## src/design/text_console_cell_writer_assert.svh

```systemverilog
// Assertion macros shared by the text console cell writer modules.
`ifndef TEXT_CONSOLE_CELL_WRITER_ASSERT_SVH
`define TEXT_CONSOLE_CELL_WRITER_ASSERT_SVH
`ifndef NO_ASSERTIONS
// Checked only while out of reset.
`define TCW_ASSERT(label, clk, rst_n, prop) \
    label: assert property (@(posedge clk) disable iff (!rst_n) prop) \
        else $error("text console cell writer: assertion failed");
// Checked at every clock edge, also while reset is applied.
`define TCW_ASSERT_ALWAYS(label, clk, prop) \
    label: assert property (@(posedge clk) prop) \
        else $error("text console cell writer: assertion failed");
`else
`define TCW_ASSERT(label, clk, rst_n, prop)
`define TCW_ASSERT_ALWAYS(label, clk, prop)
`endif
`endif

```

## src/design/tcw_pkg.sv

```systemverilog
// Types, constants and codes shared by the text console cell writer modules.
package tcw_pkg;

    localparam int COLUMNS_DEFAULT = 80;
    localparam int ROWS_DEFAULT    = 25;

    localparam int ACTION_W  = 2;
    localparam int CHAR_W    = 8;
    localparam int IDX_W     = 11;
    localparam int ROW_OUT_W = 5;
    localparam int COL_OUT_W = 7;
    localparam int CELL_W    = 16;

    localparam int QUEUE_DEPTH = 2;

    localparam logic [CHAR_W-1:0] NEWLINE_BYTE    = 8'd10;
    localparam logic [CELL_W-1:0] ATTRIBUTE_RESET = 16'h0700;
    localparam logic [CELL_W-1:0] BLANK_RESET     = 16'h0720;

    typedef enum logic [ACTION_W-1:0] {
        ACT_PUT   = 2'd0,
        ACT_CLEAR = 2'd1,
        ACT_READ  = 2'd2
    } action_t;

    typedef enum logic [0:0] {
        REG_ATTRIBUTE = 1'b0,
        REG_BLANK     = 1'b1
    } cfg_reg_t;

    typedef enum logic [2:0] {
        OP_NONE,
        OP_PUT,
        OP_NEWLINE,
        OP_CLEAR,
        OP_READ
    } op_t;

    typedef enum logic [2:0] {
        ST_INIT,
        ST_IDLE,
        ST_READ_WAIT,
        ST_SCROLL_RD,
        ST_SCROLL_WR,
        ST_FILL
    } state_t;

    typedef struct packed {
        logic [ACTION_W-1:0] action;
        logic [CHAR_W-1:0]   character;
        logic [IDX_W-1:0]    cell_index;
    } item_t;

    typedef struct packed {
        logic [ROW_OUT_W-1:0] cursor_row;
        logic [COL_OUT_W-1:0] cursor_column;
        logic [CELL_W-1:0]    cell_value;
        logic                 scrolled;
    } result_t;

    typedef struct packed {
        op_t               op;
        logic [CHAR_W-1:0] character;
        logic [IDX_W-1:0]  cell_index;
        logic              in_range;
    } cmd_t;

endpackage

```

## src/design/tcw_result_queue.sv

```systemverilog
// Result queue: holds finished results until the consumer pops them.
module tcw_result_queue (
    input  logic             clk,
    input  logic             rst_n,
    input  logic             res_push,
    input  tcw_pkg::result_t res_data,
    output logic             res_full,
    input  logic             pop,
    output logic             empty,
    output tcw_pkg::result_t result
);

    localparam int DEPTH = tcw_pkg::QUEUE_DEPTH;
    localparam int PTR_W = $clog2(DEPTH);
    localparam int CNT_W = $clog2(DEPTH + 1);

    tcw_pkg::result_t q_reg [DEPTH];
    logic [PTR_W-1:0] head_reg;
    logic [PTR_W-1:0] head_next;
    logic [CNT_W-1:0] count_reg;
    logic [CNT_W-1:0] count_next;
    logic [PTR_W-1:0] tail;
    logic             take;

    assign empty    = (count_reg == '0);
    assign res_full = (count_reg == CNT_W'(DEPTH));
    assign result   = q_reg[head_reg];
    assign take     = pop && !empty;
    assign tail     = PTR_W'(head_reg + PTR_W'(count_reg));

    always_comb
    begin
        count_next = count_reg + CNT_W'(res_push) - CNT_W'(take);
        head_next  = take ? PTR_W'(head_reg + 1'b1) : head_reg;
    end

    always_ff @(posedge clk or negedge rst_n)
    begin
        if (!rst_n)
        begin
            head_reg  <= '0;
            count_reg <= '0;
        end
        else
        begin
            head_reg  <= head_next;
            count_reg <= count_next;
        end
    end

    always_ff @(posedge clk)
    begin
        if (res_push)
            q_reg[tail] <= res_data;
    end

endmodule

```

## config.mk

```make
export PLATFORM = sky130hd
export DESIGN_NAME = tcw_result_queue
export DESIGN_NICKNAME = d
export VERILOG_FILES = /design/src/design/text_console_cell_writer_assert.svh /design/src/design/tcw_pkg.sv /design/src/design/tcw_result_queue.sv
export SDC_FILE = /design/constraint.sdc
export NUM_CORES = 1
export LEC_CHECK = 0
export ABC_AREA = 1
export BUFFER_PORTS_ARGS = -buffer_cell sky130_fd_sc_hd__buf_2
export CAP_MARGIN = 20
export CORE_MARGIN = 2
export CORE_UTILIZATION = 46
export DETAILED_ROUTE_END_ITERATION = 6
export PLACE_DENSITY_LB_ADDON = 0.3
export SLEW_MARGIN = 20
export SYNTH_ARGS = -nofsm -noshare
export SYNTH_HDL_FRONTEND = slang
export SYNTH_SLANG_ARGS = --single-unit
```

## constraint.sdc

```tcl
create_clock -name clk -period 3.1 [get_ports clk]
set_input_delay 0.465 -clock clk [delete_from_list [all_inputs] [get_ports clk]]
set_output_delay 0.465 -clock clk [all_outputs]
set_load 0.03 [all_outputs]
```

After elaboration in Yosys (flattened, before gate mapping)
Memories as Yosys holds them, arrays and structs flattened.
Index checks and enable logic that the tools add are counted.
{"block": "word_totals", "mem_count": 1, "ramBits": 58, "elab_cells": 13, "in_bits": 33, "output_inout_bits": 31, "reg_bits": 3}
{"name": "q_reg", "words": 2, "word_bits": 29, "rd": 1, "rd_clocked_by_memory_dff": 0, "write_ports": 1, "line_no": "tcw_result_queue.sv:17", "text": "tcw_pkg::result_t q_reg [DEPTH];"}
{"block": "classes", "eq_ne": 1, "reduce_logical": 3, "n_mux": 2, "n_addsub": 4}
{"cell": "$add 2x1->2", "n": 1}
{"cell": "$eq 2x2->1 const B", "n": 1}
{"cell": "$logic_not 2->1", "n": 1}
{"cell": "$mux 1", "n": 2}
{"cell": "$sub 2x1->2", "n": 1}
{"cell": "$add 1x1->1", "n": 1}
{"cell": "$add 1x1->1 const B", "n": 1}
{"cell": "$logic_and 1x1->1", "n": 1}
{"cell": "$logic_not 1->1", "n": 1}

Longest topological paths before layout
{"block": "logic_depth", "depth_word": 4, "ltp_mapped": 10, "mapped_depth_nobuf": 10}

Worst setup path after synthesis
No wires, ideal clock.
{"block": "synth_timing", "path_type": "register to register", "from": "reg count_reg[0]", "to": "mem q_reg[0][0] (netlist name) (enable)", "setup_slack_ns": -0.013, "n_path_buf": 0, "path_stages_with_launch": 4, "required_time_ns": 2.640, "arrival_time_ns": 2.653, "synth_period_minus_slack_ns": 3.113, "path_cell_list": "dfrtp_1 inv_1 nand2_1 a21boi_0"}
{"block": "synth_between", "elab_chain_cells": 1}
{"element": "start: declaration", "line_no": "tcw_result_queue.sv:20", "text": "logic [CNT_W-1:0] count_reg;"}
{"element": "start signal: assignment", "line_no": "tcw_result_queue.sv:47", "text": "count_reg <= count_next;"}
{"element": "$add 1x1->1", "line_no": "tcw_result_queue.sv:29", "text": "assign tail = PTR_W'(head_reg + PTR_W'(count_reg));"}
{"element": "end: declaration", "line_no": "tcw_result_queue.sv:17"}
No other way between the ends.

Worst setup path in the final report
{"block": "layout_timing", "from": "reg head_reg", "to": "mem q_reg[0][7] (netlist name) (enable)"}
{"block": "layout_between", "elab_chain_cells": 1}
{"element": "start: declaration", "line_no": "tcw_result_queue.sv:18", "text": "logic [PTR_W-1:0] head_reg;"}
{"element": "start signal: assignment", "line_no": "tcw_result_queue.sv:46", "text": "head_reg <= head_next;"}
{"element": "$add 1x1->1", "line_no": "tcw_result_queue.sv:29"}
No other way between the ends.

==> out/qor.csv <==
metric;value;unit
routed_via_density;4.41;
root_buffer;clkbuf_8;
io-pin-count;64;
rsz0062_at_grt;false;
post_cts_buffers;0;
fp.dieW;74.7;µm
synth_cell_type_count;11;
vias;1424;
start_kind;flip-flop;
die-area;0.00557;mm²
pre_cts_ws;906;ps
syn_nets;215;
synth_enable_flop_cells;58;
die_h;74.7;µm
drive_above_1_share;30.5;%
syn_inst;180;
synthTopCellsByArea;edfxtp_1 76%, nand2_1 16%, dfrtp_1 3.3%, buf_2 1.3%, inv_1 1.1%;
hpwlAfterDp;2350;µm
cp.required;3040;ps
min_from;res_data[23];
holdWs;333;ps
hp-class;primary input to flip-flop;
ir_drop;0.572;mV
post-place-cells;306;
hold_viol;0;
syn_area;0.00230;mm²
avgSynthCellArea;12.8;µm²
place.gp.congestion;0.783;
start_util;48.3;%
path_max_fanout;31;
drv_cap;0;
wl_per_cell;11.6;µm
synth_area_leader_cell;edfxtp_1;
status;complete, no violations;
yosysMostFrequentCell;nand2_1;
rows;25;
finalCritPeriodShare;69.5;%
routed_wl;3740;µm
setup_violations;0;
fin_crit;2150;ps
clk_path_buf_depth;2;
drc;0;
grt_usage;14.9;%
path_clk_slew;60;ps
arrival;2090;ps
p_total;3.05;mW
synth_commonest_cells;98 x nand2_1, 58 x edfxtp_1, 7 x inv_1;
finalClockSkew;8.32;ps
leakage;1.29;nW
portBuffers;63;
max_slew_margin;35.9;%
rr_startpoint;head_reg;
postPlaceCellArea;0.00269;mm²
power_per_cell_area;1070;mW/mm²
cts_tree;done;
synth_warnings;0;
largest_reg_flops;58;
syn_to_final_growth;24.7;%
cts-buffers-inserted;9;
clock_latency;320;ps
postRouteAntennaNets;0;
final_core_util;60.2;%
whs_endpoint;q_reg[0][23];
antenna_found_initial;0;
tns;0;ps
grt_max_degree;32;
overflow;0;
drtIter0Drc;54;
synthArstFlopShare;4.92;%
stdcell_area;0.00286;mm²
worst_pin_slew;959;ps
synth_top_area_share;75.8;%
grt_pass1_wl;5840;µm
min_path_cells;1;
seq_area_frac_synth;79.1;%
final_max_slew_viol_count;0;
setup_ws;947;ps
cts-resized-gates;0;
crit_path_end_kind;flip-flop;
htreeDepth;3;
reg2reg_depth;3;
clock_sinks;61;
max_clock_freq;464;MHz
nNetsFinal;286;
r2r-end;q_reg[0][7];
first_global_vias;1351;
ff2ff_setup_slack;950;ps
drt_pass1_iterations;4;
antenna_cells;0;
critPathKind;flip-flop to flip-flop;
coreArea;0.00475;mm²
worstSetupStartpoint;head_reg;
yosys_register_bits;61;
ys.flop_type;edfxtp_1;
fin_cells;323;
[layout by cell type, fill, tap and decap left out]
cell,count
nand2_1,98
buf_2,63
edfxtp_1,58
clkbuf_8,10
inv_1,7
clkbuf_1,4
dfrtp_1,3
nand3_1,2
ha_1,2
buf_4,2
inv_2,1
a21boi_4,1
nor2_1,1
and3_1,1
clkinv_2,1
clkinv_1,1
dlygate4sd3_1,1
[report_power, final]
part           internal [mW]  switching [mW]
Sequential              1.17          0.0514
Combinational          0.312           0.945
Clock                  0.309           0.264
Total                   1.79            1.26
[layout make-up]
class | count | area [µm²]
flip-flops and latches | 61 | 1820
well taps | 67 | 83.8
repair buffers | 66 | 340
clock buffers | 14 | 153
multi-input cells | 105 | 432
fillers | 424 | 1890
inverters | 8 | 30.0
clock inverters | 2 | 8.76
[worst max-delay path: stages (launching register included)]
cell and delay, ps:
dfrtp_1 390, inv_2 380, nand2_1 190, a21boi_4 800
[layer usage]
metal	global-route usage, %	vias up	share of wire (%)
met3	5.22	6	6.5
li1	-	738	-
met2	24.0	40	50
met1	16.7	640	42
met5	0	-	0
met4	10.1	0	1.9
[timing repair]
| item | 4_1_cts | 5_1_grt |
|---|---|---|
| hold buffers | 1 | 0 |
| endpoints found under the hold margin | 3 | 0 |
| endpoints found under the setup margin | 0 | 0 |
[worst max path at each step]
stage / end / depth (start not counted)
floorplan: q_reg[0][0] / 1
global placement: q_reg[0][24] / 3
detailed placement: q_reg[0][2] / 3
CTS: q_reg[0][5] / 3
global route: q_reg[0][7] / 3
finish: q_reg[0][7] / 3
[cells by family after synthesis]
group	count (synthesis)	share of synthesized area, %
flops	61	79.1
compound gates	1	0.327
buf+inv	14	2.61
fa+ha+maj	2	1.09
simple gates	102	16.9
Note: power is estimated with default switching activity, not from simulation.
