<file path="src/design/text_console_cell_writer_assert.svh">
// Assertion macros shared by the text console cell writer modules.
`ifndef TEXT_CONSOLE_CELL_WRITER_ASSERT_SVH
`define TEXT_CONSOLE_CELL_WRITER_ASSERT_SVH
`ifndef NO_ASSERTIONS
// Checked only while out of reset.
`define TCW_ASSERT(label, clk, rst_n, prop) \
    label: assert property (@(posedge clk) disable iff (!rst_n) prop) \
        else $error("text console cell writer: assertion failed");
// Checked at every clock edge, also while reset is applied.
`define TCW_ASSERT_ALWAYS(label, clk, prop) \
    label: assert property (@(posedge clk) prop) \
        else $error("text console cell writer: assertion failed");
`else
`define TCW_ASSERT(label, clk, rst_n, prop)
`define TCW_ASSERT_ALWAYS(label, clk, prop)
`endif
`endif

</file>
<file path="src/design/tcw_pkg.sv">
// Types, constants and codes shared by the text console cell writer modules.
package tcw_pkg;

    localparam int COLUMNS_DEFAULT = 80;
    localparam int ROWS_DEFAULT    = 25;

    localparam int ACTION_W  = 2;
    localparam int CHAR_W    = 8;
    localparam int IDX_W     = 11;
    localparam int ROW_OUT_W = 5;
    localparam int COL_OUT_W = 7;
    localparam int CELL_W    = 16;

    localparam int QUEUE_DEPTH = 2;

    localparam logic [CHAR_W-1:0] NEWLINE_BYTE    = 8'd10;
    localparam logic [CELL_W-1:0] ATTRIBUTE_RESET = 16'h0700;
    localparam logic [CELL_W-1:0] BLANK_RESET     = 16'h0720;

    typedef enum logic [ACTION_W-1:0] {
        ACT_PUT   = 2'd0,
        ACT_CLEAR = 2'd1,
        ACT_READ  = 2'd2
    } action_t;

    typedef enum logic [0:0] {
        REG_ATTRIBUTE = 1'b0,
        REG_BLANK     = 1'b1
    } cfg_reg_t;

    typedef enum logic [2:0] {
        OP_NONE,
        OP_PUT,
        OP_NEWLINE,
        OP_CLEAR,
        OP_READ
    } op_t;

    typedef enum logic [2:0] {
        ST_INIT,
        ST_IDLE,
        ST_READ_WAIT,
        ST_SCROLL_RD,
        ST_SCROLL_WR,
        ST_FILL
    } state_t;

    typedef struct packed {
        logic [ACTION_W-1:0] action;
        logic [CHAR_W-1:0]   character;
        logic [IDX_W-1:0]    cell_index;
    } item_t;

    typedef struct packed {
        logic [ROW_OUT_W-1:0] cursor_row;
        logic [COL_OUT_W-1:0] cursor_column;
        logic [CELL_W-1:0]    cell_value;
        logic                 scrolled;
    } result_t;

    typedef struct packed {
        op_t               op;
        logic [CHAR_W-1:0] character;
        logic [IDX_W-1:0]  cell_index;
        logic              in_range;
    } cmd_t;

endpackage

</file>
<file path="src/design/tcw_front.sv">
// Front end: decodes incoming items into commands and queues them for the engine.
module tcw_front #(
    parameter int COLUMNS = tcw_pkg::COLUMNS_DEFAULT,
    parameter int ROWS    = tcw_pkg::ROWS_DEFAULT
) (
    input  logic            clk,
    input  logic            rst_n,
    input  logic            push,
    output logic            full,
    input  tcw_pkg::item_t  item,
    input  logic            init_busy,
    output tcw_pkg::cmd_t   cmd,
    output logic            cmd_valid,
    input  logic            cmd_pop
);

    localparam int CELL_COUNT = ROWS * COLUMNS;
    localparam int ADDR_W     = $clog2(CELL_COUNT);
    localparam int IDX_W      = tcw_pkg::IDX_W;
    localparam int CMP_W      = ((IDX_W > ADDR_W) ? IDX_W : ADDR_W) + 1;
    localparam int DEPTH      = tcw_pkg::QUEUE_DEPTH;
    localparam int PTR_W      = $clog2(DEPTH);
    localparam int CNT_W      = $clog2(DEPTH + 1);

    tcw_pkg::cmd_t    q_reg [DEPTH];
    logic [PTR_W-1:0] head_reg;
    logic [PTR_W-1:0] head_next;
    logic [CNT_W-1:0] count_reg;
    logic [CNT_W-1:0] count_next;
    logic [PTR_W-1:0] tail;
    logic             accept;
    tcw_pkg::cmd_t    decoded;

    always_comb
    begin
        decoded.character  = item.character;
        decoded.cell_index = item.cell_index;
        decoded.in_range   = CMP_W'(item.cell_index) < CMP_W'(CELL_COUNT);
        case (item.action)
            tcw_pkg::ACT_PUT:
            begin
                if (item.character == tcw_pkg::NEWLINE_BYTE)
                    decoded.op = tcw_pkg::OP_NEWLINE;
                else
                    decoded.op = tcw_pkg::OP_PUT;
            end
            tcw_pkg::ACT_CLEAR: decoded.op = tcw_pkg::OP_CLEAR;
            tcw_pkg::ACT_READ:  decoded.op = tcw_pkg::OP_READ;
            default:            decoded.op = tcw_pkg::OP_NONE;
        endcase
    end

    // No item is taken while the engine is still sweeping the store after reset.
    assign full      = (count_reg == CNT_W'(DEPTH)) || init_busy;
    assign accept    = push && !full;
    assign cmd_valid = (count_reg != '0);
    assign cmd       = q_reg[head_reg];
    assign tail      = PTR_W'(head_reg + PTR_W'(count_reg));

    always_comb
    begin
        count_next = count_reg + CNT_W'(accept) - CNT_W'(cmd_pop);
        head_next  = cmd_pop ? PTR_W'(head_reg + 1'b1) : head_reg;
    end

    always_ff @(posedge clk or negedge rst_n)
    begin
        if (!rst_n)
        begin
            head_reg  <= '0;
            count_reg <= '0;
        end
        else
        begin
            head_reg  <= head_next;
            count_reg <= count_next;
        end
    end

    always_ff @(posedge clk)
    begin
        if (accept)
            q_reg[tail] <= decoded;
    end

endmodule

</file>
<file path="config.mk">
export PLATFORM = sky130hd
export DESIGN_NAME = tcw_front
export DESIGN_NICKNAME = d
export VERILOG_FILES = /design/src/design/text_console_cell_writer_assert.svh /design/src/design/tcw_pkg.sv /design/src/design/tcw_front.sv
export SDC_FILE = /design/constraint.sdc
export NUM_CORES = 1
export LEC_CHECK = 0
export BUFFER_PORTS_ARGS = -buffer_cell sky130_fd_sc_hd__buf_2
export CAP_MARGIN = 20
export CORE_AREA = 2 2 85 87
export CTS_BUF_LIST = sky130_fd_sc_hd__clkbuf_4 sky130_fd_sc_hd__clkbuf_8
export DETAILED_ROUTE_END_ITERATION = 8
export DIE_AREA = 0 0 87 89
export PLACE_DENSITY = 0.56
export SYNTH_ARGS = -nofsm -noshare
export SYNTH_HDL_FRONTEND = slang
export SYNTH_SLANG_ARGS = --single-unit
</file>
<file path="constraint.sdc">
create_clock -name clk -period 5.3 [get_ports clk]
set_input_delay 0.265 -clock clk [delete_from_list [all_inputs] [get_ports clk]]
set_output_delay 0.265 -clock clk [all_outputs]
set_load 0.02 [all_outputs]
</file>
Yosys cells after proc, flatten, opt, wreduce, memory -nomap -nowiden. Memory sizes are Yosys's and may differ from the RTL's. Cells that the tools add are included.

Memories: 1. Register bits: 3. Input port bits: 26. Logic and storage cells: 21. Bits in writable memories: 46.

Memories: q_reg (words 2, bits a word 23, read ports 1, clocked after Yosys merged registers in 0, wr ports 1, RTL line tcw_front.sv:25) `tcw_pkg::cmd_t q_reg [DEPTH];`.

Mux-type cells: 4. Eq/ne operators: 4. Reductions and logical operators: 5. Magnitude comparators: 1. Add/sub/neg operators: 4.

Operators with widths (count): < comparator 11 bit (second input constant) (1); case mux 3 bit (3 select lines) (1); equality test 8 x 4 -> 1 bit (second input constant) (1); equality test 2 bit (second input constant) (2); adder 2 x 1 -> 2 bit (1); equality test 2 x 1 -> 1 bit (second input constant) (1); logical NOT 2 bit (1); two-way mux 1 bit (2); two-way mux 2 bit (1); nonzero test 2 bit (1); subtractor 2 x 1 -> 2 bit (1); adder 1 bit (1); adder 1 bit (second input constant) (1); logical AND 1 bit (1); logical NOT 1 bit (1); logical OR 1 bit (1).

Longest topological paths before layout.
Depth after elaboration: 6. Mapped depth: 7.

Worst setup path after synthesis. OpenSTA, ideal clock, no wires.

Kind: register to register. From: register head_reg. To: memory q_reg[1][0] (netlist bit) (enable). Data required time: 4.895 ns. Slack: 3.142 ns. Path buffers: 1. Arrival: 1.753 ns. Stages on the path, launching flop included: 4. Cell sequence: dfrtp_1 > buf_6 > xor2_1 > nor2b_1.

Word-level cells in the longest chain between the ends: 1.

Ends and longest elaborated chain: start: declaration (RTL line tcw_front.sv:26) `logic [PTR_W-1:0] head_reg;`; start signal: assignment (RTL line tcw_front.sv:75) `head_reg <= head_next;`; adder 1 bit (RTL line tcw_front.sv:58) `assign tail = PTR_W'(head_reg + PTR_W'(count_reg));`; end: declaration (RTL line tcw_front.sv:25).

Every way passes these cells.

Worst setup path after layout.
From: register head_reg. To: memory q_reg[1][10] (netlist bit) (enable).

Same word-level chain as after synthesis.

==> impl_metrics.csv <==
group,metric,value,unit
clock_tree,cts_buffer_depth,2,
global_routing,grtUsageTotal,8.95,%
clock_tree,cts_resized,0,
route,antenna_left,0,
global_routing,grt_max_degree,26,
setup_path,cp-end-kind,"flop",
die,fp.dieArea,7740,µm²
die,io_pins,51,
final_layout,stdcell_count,237,
setup_path,worst-path-buf-inv,2,
timing,fin_skew,5.01,ps
final_layout,drive_above_1_share,55.4,%
timing,post-route-min-period,1940,ps
die,die_height,89,µm
clock_tree,cts_tree,"yes",
route,wirelength,3.34,mm
timing,finalCritPeriodShare,36.6,%
route,drtIter0Drc,39,
die,core_area,6720,µm²
setup_path,r2r_slack,3360,ps
power_and_ir_drop,p_per_area,527,nW/µm²
clock_tree,cts_root_buf,"clkbuf_8",
timing,setup_viol,0,
global_routing,gr-total-overflow,0,
yosys,ys_warn_count,0,
global_routing,grt_pass1_vias,1028,
timing,final_max_slew_viol_count,0,
timing,tightest_slew,523,ps
route,first_pass_iters,4,
place,dp.cells,226,
yosys,yosys_register_bits,49,
min_path,hp-class,"in2reg",
die,start_util,29.7,%
final_layout,seq_area,1460,µm²
route,vias,1035,
route,top_layer,"met4",
setup_path,worst_path_max_delay_cell,"nor2b_2",
timing,fmax,515,MHz
setup_path,worstSetupStartpointType,"flop",
route,wl_met1,1.34,mm
final_layout,fill_cells,630,
run,cap_violations,0,
place,gp_congestion,0.700,
yosys,netlist_instances,98,
clock_tree,cts_made_buffers,5,
yosys,seq_area_frac_synth,73.0,%
route,vias_per_cell,4.37,
clock_tree,clk_latency,290,ps
route,wl_per_cell,14.1,µm
timing,tns,0,ps
place,hpwl,2.45,mm
die,placementRows,30,
yosys,netlist_area,1990,µm²
setup_path,criticalPathCategory,"reg2reg",
clock_tree,clkSinkCount,49,
final_layout,syn_to_final_growth,24.3,%
timing,fin_ws,3360,ps
setup_path,critPathMaxStageDelay,440,ps
timing,hold_viol,0,
final_layout,final_nets,184,
clock_tree,cts_hold_buffers,1,
final_layout,multi_input_area,477,µm²
power_and_ir_drop,ir_worst_vdd,126,µV
power_and_ir_drop,leakage,0.000985,µW
setup_path,worst_ep_arrival_time,1940,ps
route,wl_met3,231,µm
yosys,synth.distinct_cells,21,
setup_path,worst-path-max-fanout,25,
timing,max_slew_margin,65.1,%
route,wl_met2,1.70,mm
final_layout,diodes,0,
setup_path,required,5300,ps
clock_tree,clk_pin_slew_worst_paths,80,ps
die,die_width,87,µm
clock_tree,cts_setup_buffers,0,
setup_path,crit_chain,"buf_4 -> xor2_1 -> nor2b_2 -> buf_8",
place,post-place-ws,2920,ps
global_routing,antenna_found_initial,0,
route,drc,0,
clock_tree,cts.htree.levels,2,
yosys,syn_nets,126,
yosys,syn_avg_cell_area,20.4,µm²
final_layout,largest_reg_flops,46,
global_routing,grt_pass1_wl,4.91,mm
timing,grt_setup_unrepaired,"false",
place,io_buffers,50,
setup_path,path_delay_family,"buffers and inverters",
status,status,"completed",
## cell usage in the layout (no fill, tap or decap), drive strengths merged, types with 3 or more instances in the layout
cell    Yosys  layout
inv         4       4
dfrtp       3       3
edfxtp     46      46
buf         3      53
clkbuf      0       5
mux2       23      23
## synth_stat cells, drive strengths merged
library cell,instances,area share (%)
a21oi,1,0.25
a31oi,1,0.31
and3,1,0.31
buf,3,2.6
dfrtp,3,3.8
edfxtp,46,69
ha,2,1.3
inv,4,0.75
mux2,23,17
nor2,2,0.38
nor2b,2,0.63
nor4,1,0.31
nor4bb,1,0.50
o2111ai,1,0.44
o211ai,1,0.38
o21ai,1,0.25
or2,1,0.31
xnor2,2,0.88
xor2,2,0.88
## final timing paths
check | end | start | cells after the start
worst max register to register | q_reg[1][10] | head_reg | 4
worst min-delay path | q_reg[0][2] | item[1] | 1
min in group asynchronous | count_reg[0] | rst_n | 2
max in group asynchronous | head_reg | rst_n | 2
worst max-delay path | q_reg[1][10] | head_reg | 4
worst min register to register | count_reg[1] | count_reg[1] | 1
## per-stage QoR
stage / cell area, µm² / hold WS (ps) / total power [µW] / utilization, %
floorplan: 1990 / -30.6 / 917 / -
global placement: 2310 / 63.3 / 998 / 34.3
detailed placement: 2310 / 66.5 / 1010 / 34.3
CTS: 2450 / 147 / 1320 / 36.5
global route: 2480 / 141 / 1380 / 36.9
finish: 2480 / 160 / 1310 / 36.9
## metal layers
metal	vias up	GRT usage, %
met3	5	3.05
met1	497	9.95
met2	40	15.5
met5	-	0
met4	0	4.26
li1	493	-
## cell families (layout without fill, tap and decap cells)
kind of cell	Yosys count	count (layout)	synth area share, %
DFF	49	49	73.0
muxes	23	23	16.6
and+or+nand+nor	8	8	2.45
buffers and inverters	7	66	3.32
AOI/OAI and AO/OA	5	5	1.63
xor gates and xnor gates	4	4	1.76
adders and majority gates	2	2	1.25
## area by class of cell
| cell class | count | area share (%) |
|---|---|---|
| clock inverter | 3 | 2.62 |
| tap | 80 | 4.04 |
| timing repair buffer | 54 | 12.0 |
| multi-input combinational | 42 | 19.2 |
| inverter | 4 | 0.605 |
| clock buffer | 5 | 2.77 |
| sequential | 49 | 58.7 |
## report_power, final
part,internal [µW],switching [µW]
Combinational,212,261
Sequential,510,23.9
Clock,187,113
Note: power is estimated with default switching activity, not from simulation.
